**src/rtl/core/assert_macros.svh**
```systemverilog
// assertion macros used by the top-level rtl file
`ifndef ASSERT_MACROS_SVH
`define ASSERT_MACROS_SVH

`ifndef ASSERT_OFF

// antecedent implies consequent in the same cycle
`define ASSERT_IMPLY(label, clk, rst_n, ante, cons) \
	label: assert property (@(posedge clk) disable iff (!rst_n) (ante) |-> (cons)) \
		else $error("implication check failed");

// condition holds at every clock edge out of reset
`define ASSERT_ALWAYS(label, clk, rst_n, cond) \
	label: assert property (@(posedge clk) disable iff (!rst_n) (cond)) \
		else $error("invariant check failed");

`else

`define ASSERT_IMPLY(label, clk, rst_n, ante, cons)
`define ASSERT_ALWAYS(label, clk, rst_n, cond)

`endif

`endif

```
**src/rtl/core/crhs_pkg.sv**
```systemverilog
// types and constants of the current ramp and hold sequencer
`timescale 1ns / 1ps

package crhs_pkg;

	localparam int SETPOINT_W = 15;
	localparam int TIME_W     = 32;
	localparam int DAC_W      = 16;
	localparam int CFG_IDX_W  = 2;
	localparam int CFG_DATA_W = 32;

	typedef enum logic [1:0] {
		OP_TICK  = 2'd0,
		OP_START = 2'd1,
		OP_ABORT = 2'd2,
		OP_STOP  = 2'd3
	} op_t;

	typedef enum logic [2:0] {
		PH_IDLE = 3'd0,
		PH_UP   = 3'd1,
		PH_HOLD = 3'd2,
		PH_DOWN = 3'd3,
		PH_DONE = 3'd4
	} phase_t;

	localparam logic [CFG_IDX_W-1:0] CFG_TARGET = 2'd0;
	localparam logic [CFG_IDX_W-1:0] CFG_HOLD   = 2'd1;

	localparam logic [SETPOINT_W-1:0] STEP_UA  = 15'd10;
	localparam logic [SETPOINT_W-1:0] SP_MAX   = 15'd32767;
	localparam logic [SETPOINT_W-1:0] CLAMP_UA = 15'd19990;

	// code = floor(c * 32852 / 10000) = floor(floor(c * 8213 / 4) / 625)
	localparam logic [13:0] SCALE_NUM   = 14'd8213;
	// ceil(2^34 / 625), exact for dividends below 2^26
	localparam logic [24:0] RECIP_M     = 25'd27487791;
	localparam int          RECIP_SHIFT = 34;

	typedef struct packed {
		logic                  wr;
		logic [SETPOINT_W-1:0] setpoint;
		phase_t                phase;
	} crhs_step_t;

	typedef struct packed {
		logic                  dac_write;
		logic [DAC_W-1:0]      dac_code;
		logic [SETPOINT_W-1:0] setpoint_now;
		phase_t                phase;
		logic                  done_res;
	} crhs_res_t;

endpackage

```
**src/rtl/core/crhs_cmd_if.sv**
```systemverilog
// command channel: opcode and timestamp beats
`timescale 1ns / 1ps

interface crhs_cmd_if;
	import crhs_pkg::*;

	logic              valid;
	logic              ready;
	op_t               opcode;
	logic [TIME_W-1:0] now_ms;

	modport source (output valid, output opcode, output now_ms, input ready);
	modport sink   (input valid, input opcode, input now_ms, output ready);
endinterface

```
**src/rtl/core/crhs_res_if.sv**
```systemverilog
// result channel: dac write, setpoint and phase beats
`timescale 1ns / 1ps

interface crhs_res_if;
	import crhs_pkg::*;

	logic                  valid;
	logic                  ready;
	logic                  dac_write;
	logic [DAC_W-1:0]      dac_code;
	logic [SETPOINT_W-1:0] setpoint_now;
	phase_t                phase;
	logic                  done_res;

	modport source (output valid, output dac_write, output dac_code, output setpoint_now,
		output phase, output done_res, input ready);
	modport sink   (input valid, input dac_write, input dac_code, input setpoint_now,
		input phase, input done_res, output ready);
endinterface

```
**src/rtl/core/crhs_cfg_if.sv**
```systemverilog
// configuration write channel
`timescale 1ns / 1ps

interface crhs_cfg_if;
	import crhs_pkg::*;

	logic                  valid;
	logic                  ready;
	logic [CFG_IDX_W-1:0]  index;
	logic [CFG_DATA_W-1:0] data;

	modport source (output valid, output index, output data, input ready);
	modport sink   (input valid, input index, input data, output ready);
endinterface

```
**src/rtl/core/current_ramp_hold_sequencer.sv**
```systemverilog
// top level of the stimulation current ramp and hold sequencer
`timescale 1ns / 1ps
`include "assert_macros.svh"

// Current ramp and hold sequencer. Each command beat on cmd (tick, start, abort, stop
// plus a millisecond timestamp) yields exactly one result beat on res carrying the dac
// write strobe, the 16-bit dac code, the new setpoint in microamps and the phase. The
// phase, setpoint and hold start time update in the cycle the command is taken, so a new
// command can be taken every cycle while res is not stalled; throughput is then one beat
// per clock. Each result passes through the input register, the clamp and first multiply,
// the reciprocal multiply and the saturation into the output register, and the four-deep
// pipeline keeps taking commands while a result waits on res.ready until all stages hold
// a beat. The dac code is floor(min(setpoint, 19990) * 32852 / 10000), saturated at
// 65535, and zero on beats that do not write the dac. target_current and hold_time_ms
// are written on cfg (index 0 and 1, other indexes ignored) and should only change while
// the block is idle; cfg is always ready.
module current_ramp_hold_sequencer (
	input  logic     clk,
	input  logic     arst_n,
	crhs_cmd_if.sink cmd,
	crhs_res_if.source res,
	crhs_cfg_if.sink cfg
);
	import crhs_pkg::*;

	logic [SETPOINT_W-1:0] target_current_q;
	logic [TIME_W-1:0]     hold_time_ms_q;

	logic       cmd_accept;
	crhs_step_t step;
	crhs_res_t  res_payload;

	// config registers, one write beat per cycle
	assign cfg.ready = 1'b1;

	always_ff @(posedge clk or negedge arst_n) begin
		if (!arst_n) begin
			target_current_q <= '0;
			hold_time_ms_q   <= '0;
		end else if (cfg.valid) begin
			case (cfg.index)
				CFG_TARGET: target_current_q <= cfg.data[SETPOINT_W-1:0];
				CFG_HOLD:   hold_time_ms_q   <= cfg.data[TIME_W-1:0];
				default: begin
				end
			endcase
		end
	end

	assign cmd_accept = cmd.valid && cmd.ready;

	// phase machine, updated on each accepted command beat
	crhs_ctrl u_ctrl (
		.clk            (clk),
		.arst_n         (arst_n),
		.accept         (cmd_accept),
		.opcode         (cmd.opcode),
		.now_ms         (cmd.now_ms),
		.target_current (target_current_q),
		.hold_time_ms   (hold_time_ms_q),
		.step           (step)
	);

	// dac scaling and result buffering
	crhs_dac_pipe u_dac_pipe (
		.clk       (clk),
		.arst_n    (arst_n),
		.in_valid  (cmd.valid),
		.in_ready  (cmd.ready),
		.in_step   (step),
		.out_valid (res.valid),
		.out_ready (res.ready),
		.out_res   (res_payload)
	);

	assign res.dac_write    = res_payload.dac_write;
	assign res.dac_code     = res_payload.dac_code;
	assign res.setpoint_now = res_payload.setpoint_now;
	assign res.phase        = res_payload.phase;
	assign res.done_res     = res_payload.done_res;

	// no dac code without a dac write
	`ASSERT_IMPLY(a_code_needs_write, clk, arst_n, res.valid && !res.dac_write, res.dac_code == '0)
	// zero setpoint always scales to a zero code
	`ASSERT_IMPLY(a_zero_sp_zero_code, clk, arst_n, res.valid && (res.setpoint_now == '0), res.dac_code == '0)
	// completion is only reached by stepping down to the floor
	`ASSERT_IMPLY(a_done_at_floor, clk, arst_n, res.valid && res.done_res && res.dac_write, res.setpoint_now <= STEP_UA)
	// done flag tracks the complete phase
	`ASSERT_ALWAYS(a_done_flag, clk, arst_n, !res.valid || (res.done_res == (res.phase == PH_DONE)))
endmodule

```
**src/rtl/core/crhs_ctrl.sv**
```systemverilog
// sequencer state machine: phase, setpoint and hold timestamp
`timescale 1ns / 1ps

module crhs_ctrl (
	input  logic                            clk,
	input  logic                            arst_n,
	input  logic                            accept,
	input  crhs_pkg::op_t                   opcode,
	input  logic [crhs_pkg::TIME_W-1:0]     now_ms,
	input  logic [crhs_pkg::SETPOINT_W-1:0] target_current,
	input  logic [crhs_pkg::TIME_W-1:0]     hold_time_ms,
	output crhs_pkg::crhs_step_t            step
);
	import crhs_pkg::*;

	phase_t                phase_q, phase_d;
	logic [SETPOINT_W-1:0] setpoint_q, setpoint_d;
	logic [TIME_W-1:0]     hold_start_q, hold_start_d;

	logic [SETPOINT_W:0]   sp_sum;
	logic [SETPOINT_W-1:0] sp_up;
	logic [SETPOINT_W-1:0] sp_down;
	logic [TIME_W-1:0]     elapsed;

	// saturating step up and down
	assign sp_sum  = {1'b0, setpoint_q} + {1'b0, STEP_UA};
	assign sp_up   = sp_sum[SETPOINT_W] ? SP_MAX : sp_sum[SETPOINT_W-1:0];
	assign sp_down = (setpoint_q >= STEP_UA) ? setpoint_q - STEP_UA : '0;
	// wraps with the timestamp
	assign elapsed = now_ms - hold_start_q;

	always_comb begin
		phase_d      = phase_q;
		setpoint_d   = setpoint_q;
		hold_start_d = hold_start_q;
		case (opcode)
			OP_START: begin
				setpoint_d = '0;
				phase_d    = PH_UP;
			end
			OP_STOP: begin
				setpoint_d   = '0;
				phase_d      = PH_IDLE;
				hold_start_d = '0;
			end
			OP_ABORT: begin
				phase_d = PH_DOWN;
			end
			OP_TICK: begin
				case (phase_q)
					PH_IDLE, PH_UP: begin
						setpoint_d = sp_up;
						if (sp_up >= target_current) begin
							phase_d      = PH_HOLD;
							hold_start_d = now_ms;
						end
					end
					PH_HOLD: begin
						if (elapsed >= hold_time_ms) begin
							phase_d = PH_DOWN;
						end
					end
					PH_DOWN: begin
						setpoint_d = sp_down;
						if (sp_down <= STEP_UA) begin
							phase_d = PH_DONE;
						end
					end
					default: begin
					end
				endcase
			end
			default: begin
			end
		endcase
	end

	always_comb begin
		step.setpoint = setpoint_d;
		step.phase    = phase_d;
		case (opcode)
			OP_START, OP_STOP: step.wr = 1'b1;
			OP_TICK:           step.wr = (phase_q == PH_IDLE) || (phase_q == PH_UP) ||
			                             (phase_q == PH_DOWN);
			default:           step.wr = 1'b0;
		endcase
	end

	always_ff @(posedge clk or negedge arst_n) begin
		if (!arst_n) begin
			phase_q      <= PH_IDLE;
			setpoint_q   <= '0;
			hold_start_q <= '0;
		end else if (accept) begin
			phase_q      <= phase_d;
			setpoint_q   <= setpoint_d;
			hold_start_q <= hold_start_d;
		end
	end
endmodule

```
**src/rtl/core/crhs_dac_pipe.sv**
```systemverilog
// dac scaling pipeline: clamp, two multiplies, saturate, output register
`timescale 1ns / 1ps

module crhs_dac_pipe (
	input  logic                 clk,
	input  logic                 arst_n,
	input  logic                 in_valid,
	output logic                 in_ready,
	input  crhs_pkg::crhs_step_t in_step,
	output logic                 out_valid,
	input  logic                 out_ready,
	output crhs_pkg::crhs_res_t  out_res
);
	import crhs_pkg::*;

	localparam int PROD_A_W = SETPOINT_W + 14;
	localparam int Y_W      = 26;
	localparam int PROD_B_W = Y_W + 25;
	localparam int Q_W      = PROD_B_W - RECIP_SHIFT;

	logic v_s1, v_s2, v_s3, out_v_q;
	logic load_s1, load_s2, load_s3, load_out;

	crhs_step_t step_s1, step_s2, step_s3;
	logic [Y_W-1:0] y_s2;
	logic [Q_W-1:0] q_s3;
	crhs_res_t      res_q;

	logic [SETPOINT_W-1:0] clamp;
	logic [PROD_A_W-1:0]   prod_a;
	logic [PROD_B_W-1:0]   prod_b;
	logic [DAC_W-1:0]      code_sat;

	// a stage loads when it is empty or its content moves on
	assign load_out = !out_v_q || out_ready;
	assign load_s3  = !v_s3 || load_out;
	assign load_s2  = !v_s2 || load_s3;
	assign load_s1  = !v_s1 || load_s2;
	assign in_ready = load_s1;

	assign clamp    = (step_s1.setpoint > CLAMP_UA) ? CLAMP_UA : step_s1.setpoint;
	assign prod_a   = PROD_A_W'(clamp) * PROD_A_W'(SCALE_NUM);
	assign prod_b   = PROD_B_W'(y_s2) * PROD_B_W'(RECIP_M);
	assign code_sat = q_s3[Q_W-1] ? '1 : q_s3[DAC_W-1:0];

	always_ff @(posedge clk or negedge arst_n) begin
		if (!arst_n) begin
			v_s1    <= 1'b0;
			v_s2    <= 1'b0;
			v_s3    <= 1'b0;
			out_v_q <= 1'b0;
		end else begin
			if (load_s1)  v_s1    <= in_valid;
			if (load_s2)  v_s2    <= v_s1;
			if (load_s3)  v_s3    <= v_s2;
			if (load_out) out_v_q <= v_s3;
		end
	end

	always_ff @(posedge clk) begin
		if (load_s1) begin
			step_s1 <= in_step;
		end
		if (load_s2) begin
			step_s2 <= step_s1;
			y_s2    <= prod_a[Y_W+1:2];
		end
		if (load_s3) begin
			step_s3 <= step_s2;
			q_s3    <= prod_b[PROD_B_W-1:RECIP_SHIFT];
		end
		if (load_out) begin
			res_q.dac_write    <= step_s3.wr;
			res_q.dac_code     <= step_s3.wr ? code_sat : '0;
			res_q.setpoint_now <= step_s3.setpoint;
			res_q.phase        <= step_s3.phase;
			res_q.done_res     <= (step_s3.phase == PH_DONE);
		end
	end

	assign out_valid = out_v_q;
	assign out_res   = res_q;
endmodule
```
**src/flat_wrapper.sv**
```systemverilog
// flat-port wrapper written by rule: the top's interface ports become plain ports
module current_ramp_hold_sequencer_flat import crhs_pkg::*;
  (clk, arst_n, cmd_valid, cmd_opcode, cmd_now_ms, cmd_ready, res_valid, res_dac_write, res_dac_code, res_setpoint_now, res_phase, res_done_res, res_ready, cfg_valid, cfg_index, cfg_data, cfg_ready);
  crhs_cmd_if cmd_i ();
  crhs_res_if res_i ();
  crhs_cfg_if cfg_i ();
  input  logic clk;
  input  logic arst_n;
  input wire logic [$bits(cmd_i.valid)-1:0] cmd_valid;
  input wire logic [$bits(cmd_i.opcode)-1:0] cmd_opcode;
  input wire logic [$bits(cmd_i.now_ms)-1:0] cmd_now_ms;
  output wire logic [$bits(cmd_i.ready)-1:0] cmd_ready;
  output wire logic [$bits(res_i.valid)-1:0] res_valid;
  output wire logic [$bits(res_i.dac_write)-1:0] res_dac_write;
  output wire logic [$bits(res_i.dac_code)-1:0] res_dac_code;
  output wire logic [$bits(res_i.setpoint_now)-1:0] res_setpoint_now;
  output wire logic [$bits(res_i.phase)-1:0] res_phase;
  output wire logic [$bits(res_i.done_res)-1:0] res_done_res;
  input wire logic [$bits(res_i.ready)-1:0] res_ready;
  input wire logic [$bits(cfg_i.valid)-1:0] cfg_valid;
  input wire logic [$bits(cfg_i.index)-1:0] cfg_index;
  input wire logic [$bits(cfg_i.data)-1:0] cfg_data;
  output wire logic [$bits(cfg_i.ready)-1:0] cfg_ready;
  assign cmd_i.valid = cmd_valid;
  assign cmd_i.opcode = cmd_opcode;
  assign cmd_i.now_ms = cmd_now_ms;
  assign cmd_ready = cmd_i.ready;
  assign res_valid = res_i.valid;
  assign res_dac_write = res_i.dac_write;
  assign res_dac_code = res_i.dac_code;
  assign res_setpoint_now = res_i.setpoint_now;
  assign res_phase = res_i.phase;
  assign res_done_res = res_i.done_res;
  assign res_i.ready = res_ready;
  assign cfg_i.valid = cfg_valid;
  assign cfg_i.index = cfg_index;
  assign cfg_i.data = cfg_data;
  assign cfg_ready = cfg_i.ready;
  current_ramp_hold_sequencer u_core (.clk(clk), .arst_n(arst_n), .cmd(cmd_i), .res(res_i), .cfg(cfg_i));
endmodule
```
**config.mk**
```make
export PLATFORM = sky130hd
export DESIGN_NAME = current_ramp_hold_sequencer_flat
export DESIGN_NICKNAME = d
export VERILOG_FILES = /design/src/rtl/core/crhs_pkg.sv /design/src/rtl/core/crhs_cmd_if.sv /design/src/rtl/core/crhs_res_if.sv /design/src/rtl/core/crhs_cfg_if.sv /design/src/rtl/core/current_ramp_hold_sequencer.sv /design/src/rtl/core/crhs_ctrl.sv /design/src/rtl/core/crhs_dac_pipe.sv /design/src/flat_wrapper.sv
export VERILOG_INCLUDE_DIRS = /design/src /design/src/rtl/core
export SDC_FILE = /design/constraint.sdc
export NUM_CORES = 1
export LEC_CHECK = 0
export ABC_AREA = 1
export BUFFER_PORTS_ARGS = -buffer_cell sky130_fd_sc_hd__buf_2
export CAP_MARGIN = 20
export CORE_MARGIN = 2
export CORE_UTILIZATION = 60
export CTS_CLUSTER_SIZE = 25
export DETAILED_ROUTE_END_ITERATION = 12
export PLACE_DENSITY = 0.83
export SYNTH_ARGS = -nofsm -noshare
export SYNTH_HDL_FRONTEND = slang
export SYNTH_SLANG_ARGS = --single-unit
```
**constraint.sdc**
```tcl
create_clock -name clk -period 13.1 [get_ports clk]
set_input_delay 0.655 -clock clk [delete_from_list [all_inputs] [get_ports clk]]
set_output_delay 0.655 -clock clk [all_outputs]
set_load 0.02 [all_outputs]
```
Word-level counts from Yosys, hierarchy flattened
Cells that the tools add are included.
{"block": "classes", "add_sub_neg": 3, "n_mul": 2, "magnitude_cmp": 5, "eq_ne": 10, "n_mux": 15, "n_reduce_logical": 20}
{"op": "32-bit 2-to-1 mux", "count": 2}
{"op": "32-bit case mux with 2 select lines", "count": 1}
{"op": "15-bit case mux with 2 select lines", "count": 2}
{"op": "26-bit by 25-bit multiplier with 51-bit output, second input constant", "count": 1}
{"op": "15-bit 2-to-1 mux", "count": 3}
{"op": "32-bit greater-or-equal comparator", "count": 1}
{"op": "32-bit subtractor", "count": 1}
{"op": "15-bit by 14-bit multiplier with 28-bit output, second input constant", "count": 1}
{"op": "15-bit by 4-bit adder with 16-bit output, second input constant", "count": 1}
{"op": "16-bit 2-to-1 mux", "count": 1}
{"op": "15-bit greater-or-equal comparator", "count": 1}
{"op": "15-bit by 4-bit greater-or-equal comparator with 1-bit output, second input constant", "count": 1}
{"op": "15-bit > comparator, second input constant", "count": 1}
{"op": "15-bit by 4-bit <= comparator with 1-bit output, second input constant", "count": 1}
{"op": "15-bit by 4-bit subtractor with 15-bit output, second input constant", "count": 1}
{"op": "3-bit case mux with 4 select lines", "count": 1}
{"op": "3-bit 2-to-1 mux", "count": 3}
{"op": "3-bit case mux with 3 select lines", "count": 1}
{"op": "3-bit by 2-bit equality test with 1-bit output, second input constant", "count": 2}
{"op": "1-bit logical OR", "count": 6}
{"op": "2-bit by 1-bit equality test with 1-bit output, second input constant", "count": 2}
{"op": "2-bit equality test, second input constant", "count": 2}
{"op": "1-bit logical NOT", "count": 4}
{"op": "2-bit logical NOT", "count": 2}
{"op": "11 further kinds", "count": 13}
{"block": "word_totals", "register_bits": 237, "inputBits": 73, "output_inout_bits": 39, "wordCells": 80}

Logic depth before layout (Yosys ltp)
{"block": "logic_depth", "word_depth": 7, "ltp_mapped": 29, "depth_no_buf": 28}

Hierarchy
Synthesis repeated with hierarchy kept, for this count alone.
{"block": "unflattened", "cells_unflattened": 3352, "hier_area_um2": 28532.4}
{"mod": "crhs_dac_pipe", "n_inst": 1, "cells_each": 2209, "area_per_inst_um2": 20357.0, "seq_area_each_um2": 4184.0}
{"mod": "crhs_ctrl", "n_inst": 1, "cells_each": 930, "area_per_inst_um2": 6214.7, "seq_area_each_um2": 1251.2}
{"mod": "current_ramp_hold_sequencer", "n_inst": 1, "cells_each": 213, "area_per_inst_um2": 1960.6, "seq_area_each_um2": 1176.1}

Least setup slack after synthesis
OpenSTA, ideal clock, no wires.
{"block": "synth_path", "path_kind": "register -> register", "startpoint": "register u_core.u_dac_pipe.y_s2[5]", "endpoint": "register u_core.u_dac_pipe.q_s3[12], data pin", "setup_ps": 262, "arrival_time_ps": 5654, "t_required_ps": 12838, "setup_slack_ps": 7183, "stages_incl_launch_ff": 22, "n_path_buf": 0, "period_less_slack_ps": 5917, "cell_sequence": "edfxtp_1 ha_1 fa_1 inv_1 fa_1 fa_1 inv_1 fa_1 fa_1 inv_1 fa_1 inv_1 ha_1 a21oi_1 inv_1 nor2_1 o21ai_0 a21oi_1 nand3_1 a21oi_1 o21bai_1 xor2_1"}
{"block": "synth_between", "elab_chain_len": 1}
{"item": "start, declared", "line_no": "crhs_dac_pipe.sv:25", "text": "logic [Y_W-1:0] y_s2;"}
{"item": "start signal, assigned", "line_no": "crhs_dac_pipe.sv:66", "text": "y_s2 <= prod_a[Y_W+1:2];"}
{"item": "26-bit by 25-bit multiplier with 51-bit output", "line_no": "crhs_dac_pipe.sv:43", "text": "assign prod_b = PROD_B_W'(y_s2) * PROD_B_W'(RECIP_M);"}
{"item": "net u_core.u_dac_pipe.prod_b[46]", "line_no": "crhs_dac_pipe.sv:31", "text": "logic [PROD_B_W-1:0] prod_b;"}
{"item": "end signal, assigned", "line_no": "crhs_dac_pipe.sv:70", "text": "q_s3 <= prod_b[PROD_B_W-1:RECIP_SHIFT];"}
{"item": "end, declared", "line_no": "crhs_dac_pipe.sv:26", "text": "logic [Q_W-1:0] q_s3;"}
The timed path passes the listed nets, and every way through them passes these cells.
A chain may end at the register's enable or synchronous reset.

Worst setup path after layout
{"block": "layout_path", "startpoint": "register u_core.u_dac_pipe.y_s2[2]", "endpoint": "register u_core.u_dac_pipe.q_s3[15], data pin"}
Same word-level chain as after synthesis.

==> out/qor.yml <==
wire_length_of_the_first_global_routing_pass_um: 108000
unrepaired_setup_endpoints_after_global_routing: "false"
chipHeight_um: 216
synth.distinct_cells: 53
detail_route.vias_per_cell: 5.47
grt.overflow.total: 0
drt_pre_antenna_iters: 5
critical_path_arrival_ns: 7.13
placed_cell_area_mm2: 0.0282
remaining_design_rule_violation_count: 0
clock-root-buffer: "sky130_fd_sc_hd__clkbuf_16"
yosys_register_bits: 237
effective_utilization_at_floorplan: 0.609
cts.sink_count: 237
route.antenna.remaining_nets: 0
timing.critical_path.slowest_cell_delay_ns: 0.75
postSynthAreaPerCell_um2: 9.07
synth_area_leaders: "sky130_fd_sc_hd__fa_1 22%, sky130_fd_sc_hd__ha_1 19%, sky130_fd_sc_hd__edfxtp_1 15%"
post-synth-top-area-cell: "sky130_fd_sc_hd__fa_1"
tritoncts: "yes"
layout-area-overhead-vs-synth_pct: 7.53
timing.slew.headroom: 0.309
placementRows: 77
worst_path_most_repeated_cell: "sky130_fd_sc_hd__fa_1"
totalNegativeSetupSlack_ns: 0
worst_clock_skew_ns: 0.0264
routed_wirelength_um: 65700
clk_latency_ns: 0.57
all_layer_global_routing_usage: 0.290
floorplan.core_area_mm2: 0.0443
netlist.area_leader.share: 0.223
drt_iter0_drc: 1224
num_io_pins: 112
synthFlopType: "sky130_fd_sc_hd__edfxtp_1"
synth_enable_flop_cells: 136
criticalPathCategory: "reg -> reg"
post_drt_wl_per_cell_um: 17.8
report.final.hold_viol_count: 0
num-nets-final: 3876
clock_path_buffers: 3
die_width_um: 216
required_ns: 13.41
max-cap-violations: 0
numCtsBuffers: 27
grt_antenna_before_repair: 0
critical_path.cell_chain: "ha_1 > xor2_1 > ha_1 > a21oi_1 > fa_1 > inv_1 > fa_1 > fa_1 > fa_1 > inv_1 > fa_1 > inv_1 > ha_1 > a21o_1 > a31oi_1 > o21ai_0 > a21oi_1 > nand3_1 > a21oi_1 > o21ai_0 > xor2_1"
diodes: 0
mostFrequentLayoutCell: "sky130_fd_sc_hd__inv_1"
mappedNetlistNets: 3768
route.vias.total: 20200
grt_pass1_vias: 21400
worstHoldPathType: "in -> reg"
critPathMaxFanout: 9
setup_violations: 0
largest_net_degree_at_the_start_of_global_routing: 80
final.min_clock_period_ns: 6.82
cpLargestDelayFamily: "adder cells"
endpoint_kind: "register"
run_status: "finished clean"
synthesis.area_mm2: 0.0270
highest_count_cells_in_the_layout_ignoring_fill_and_taps: "750 x sky130_fd_sc_hd__inv_1, 419 x sky130_fd_sc_hd__ha_1, 344 x sky130_fd_sc_hd__nand2_1"
max_freq_ghz: 0.147
num-fill-cells: 3618
post_route_cells_drive_above_1_share: 0.0635
final_worst_path_period_share: 0.520
count_of_yosys_warnings_during_synthesis: 0
worst-path-buf-inv: 3
htreeDepth: 1
fp.dieArea_mm2: 0.0467
io_buffers: 110
critPathSlowestCell: "sky130_fd_sc_hd__edfxtp_1"
dp_hpwl_um: 55300
synth.yosys.seq_area_share: 0.245
cts.reportedPaths.clkPinSlew_ns: 0.06
timing_worst_slew_pin_value_ns: 1.04
postSynth.asyncResetShare: 0.426
netlist_instances: 2976
timing.final.max_slew_violations: 0
critical_path.startpoint_type: "register"
globalplace.congestion: 0.973
finalInstanceArea_mm2: 0.0290
[worst register-to-register path: stages, from the launching register on]
cell,delay (ns)
sky130_fd_sc_hd__edfxtp_1,0.75
sky130_fd_sc_hd__ha_1,0.42
sky130_fd_sc_hd__xor2_1,0.22
sky130_fd_sc_hd__ha_1,0.21
sky130_fd_sc_hd__a21oi_1,0.32
sky130_fd_sc_hd__fa_1,0.49
sky130_fd_sc_hd__inv_1,0.09
sky130_fd_sc_hd__fa_1,0.42
sky130_fd_sc_hd__fa_1,0.53
sky130_fd_sc_hd__fa_1,0.54
sky130_fd_sc_hd__inv_1,0.05
sky130_fd_sc_hd__fa_1,0.52
sky130_fd_sc_hd__inv_1,0.04
sky130_fd_sc_hd__ha_1,0.33
sky130_fd_sc_hd__a21o_1,0.21
sky130_fd_sc_hd__a31oi_1,0.19
sky130_fd_sc_hd__o21ai_0,0.13
sky130_fd_sc_hd__a21oi_1,0.15
sky130_fd_sc_hd__nand3_1,0.25
sky130_fd_sc_hd__a21oi_1,0.37
sky130_fd_sc_hd__o21ai_0,0.16
sky130_fd_sc_hd__xor2_1,0.18
[what timing repair did]
| item | 4_1_cts | 5_1_grt |
|---|---|---|
| buffers inserted | 0 | 0 |
| resized for setup | 0 | 0 |
| setup endpoints to repair | 0 | 0 |
| endpoints found under the hold margin | 22 | 0 |
| hold buffers | 1 | 0 |
[synth_stat cells (4+ instances only)]
master,number
sky130_fd_sc_hd__o211ai_1,9
sky130_fd_sc_hd__o221ai_1,4
sky130_fd_sc_hd__a21o_1,16
sky130_fd_sc_hd__buf_2,7
sky130_fd_sc_hd__nand2_1,344
sky130_fd_sc_hd__nor3_1,17
sky130_fd_sc_hd__fa_1,300
sky130_fd_sc_hd__nor2_1,186
sky130_fd_sc_hd__dfrtp_1,101
sky130_fd_sc_hd__a21oi_1,169
sky130_fd_sc_hd__nor2_2,6
sky130_fd_sc_hd__o22ai_1,5
sky130_fd_sc_hd__o21ai_1,20
sky130_fd_sc_hd__o21ai_0,155
sky130_fd_sc_hd__nand2_2,4
sky130_fd_sc_hd__ha_1,419
sky130_fd_sc_hd__edfxtp_1,136
sky130_fd_sc_hd__clkinv_1,6
sky130_fd_sc_hd__inv_1,750
sky130_fd_sc_hd__a21boi_0,5
sky130_fd_sc_hd__o21ai_2,5
sky130_fd_sc_hd__clkbuf_1,26
sky130_fd_sc_hd__o21bai_1,10
sky130_fd_sc_hd__nor4_1,10
sky130_fd_sc_hd__nand4_1,18
sky130_fd_sc_hd__o21a_1,9
sky130_fd_sc_hd__or2_2,4
sky130_fd_sc_hd__xnor2_1,21
sky130_fd_sc_hd__inv_2,10
sky130_fd_sc_hd__nand3_1,93
sky130_fd_sc_hd__xor2_1,59
sky130_fd_sc_hd__a31oi_1,20
[per-stage QoR]
stage	hold WS [ns]	cells	utilization	setup WS, ns
global placement	0.401	3646	0.635	6.45
global route	0.321	3694	0.655	6.05
CTS	0.300	3694	0.655	6.36
finish	0.307	3694	0.655	6.28
floorplan	0.359	2976	-	7.18
detailed placement	0.405	3646	0.635	6.36
[sequential cells by signal, indices dropped and copies added, names as in the netlist]
signal	flops
u_core.u_dac_pipe.v_s3	1
u_core.u_dac_pipe.step_s2	19
u_core.u_ctrl.hold_start_q	32
u_core.u_dac_pipe.out_res	36
u_core.u_dac_pipe.step_s1	19
u_core.u_ctrl.setpoint_q	15
u_core.u_dac_pipe.v_s1	1
u_core.u_dac_pipe.y_s2	26
u_core.u_dac_pipe.step_s3	19
u_core.hold_time_ms_q	32
u_core.target_current_q	15
u_core.u_ctrl.phase_q	3
u_core.u_dac_pipe.v_s2	1
u_core.u_dac_pipe.q_s3	17
u_core.u_dac_pipe.out_valid	1
[path summary, 6_finish.rpt]
path | from | endpoint | slack (ns) | depth (start not counted)
max reg2reg | u_core.u_dac_pipe.y_s2[2] | u_core.u_dac_pipe.q_s3[15] | 6.28 | 21
max | u_core.u_dac_pipe.y_s2[2] | u_core.u_dac_pipe.q_s3[15] | 6.28 | 21
min reg2reg | u_core.u_dac_pipe.step_s2[17] | u_core.u_dac_pipe.step_s3[17] | 0.41 | 0
min in group asynchronous | arst_n | u_core.u_ctrl.setpoint_q[7] | 0.52 | 2
min | cmd_valid | u_core.u_dac_pipe.v_s1 | 0.31 | 3
max in group asynchronous | arst_n | u_core.u_ctrl.hold_start_q[30] | 11.28 | 3
[area by class of cell]
cell class	instances	area, um2	share of cell area
Timing Repair Buffer	116	601	0.0207
Tap cell	592	741	0.0255
Multi-Input combinational cell	1936	17300	0.597
Clock inverter	8	86.3	0.00297
Sequential cell	237	6610	0.228
Clock buffer	39	771	0.0266
Inverter	766	2880	0.0991
[metal layers]
metal | global-route usage | vias to the layer above | part of all wire
met1 | 0.368 | 9842 | 0.42
met2 | 0.521 | 611 | 0.50
met4 | 0.0804 | 0 | 0.028
li1 | - | 9651 | -
met3 | 0.0376 | 111 | 0.054
met5 | 0 | - | 0
[cell families (layout without fill, tap and decap cells)]
| family | count (synthesis) | in the layout | synth area share |
|---|---|---|---|
| buf+inv | 803 | 929 | 0.113 |
| fa+ha+maj | 719 | 719 | 0.417 |
| simple gates | 697 | 697 | 0.109 |
| compound gates | 439 | 439 | 0.0903 |
| flops | 237 | 237 | 0.245 |
| xor+xnor | 80 | 80 | 0.0260 |
| other cells | 1 | 1 | 0.000139 |
Power is left out: the tool's default activity adds up to more than one toggle a clock period on the data nets, which glitch-free logic cannot reach.
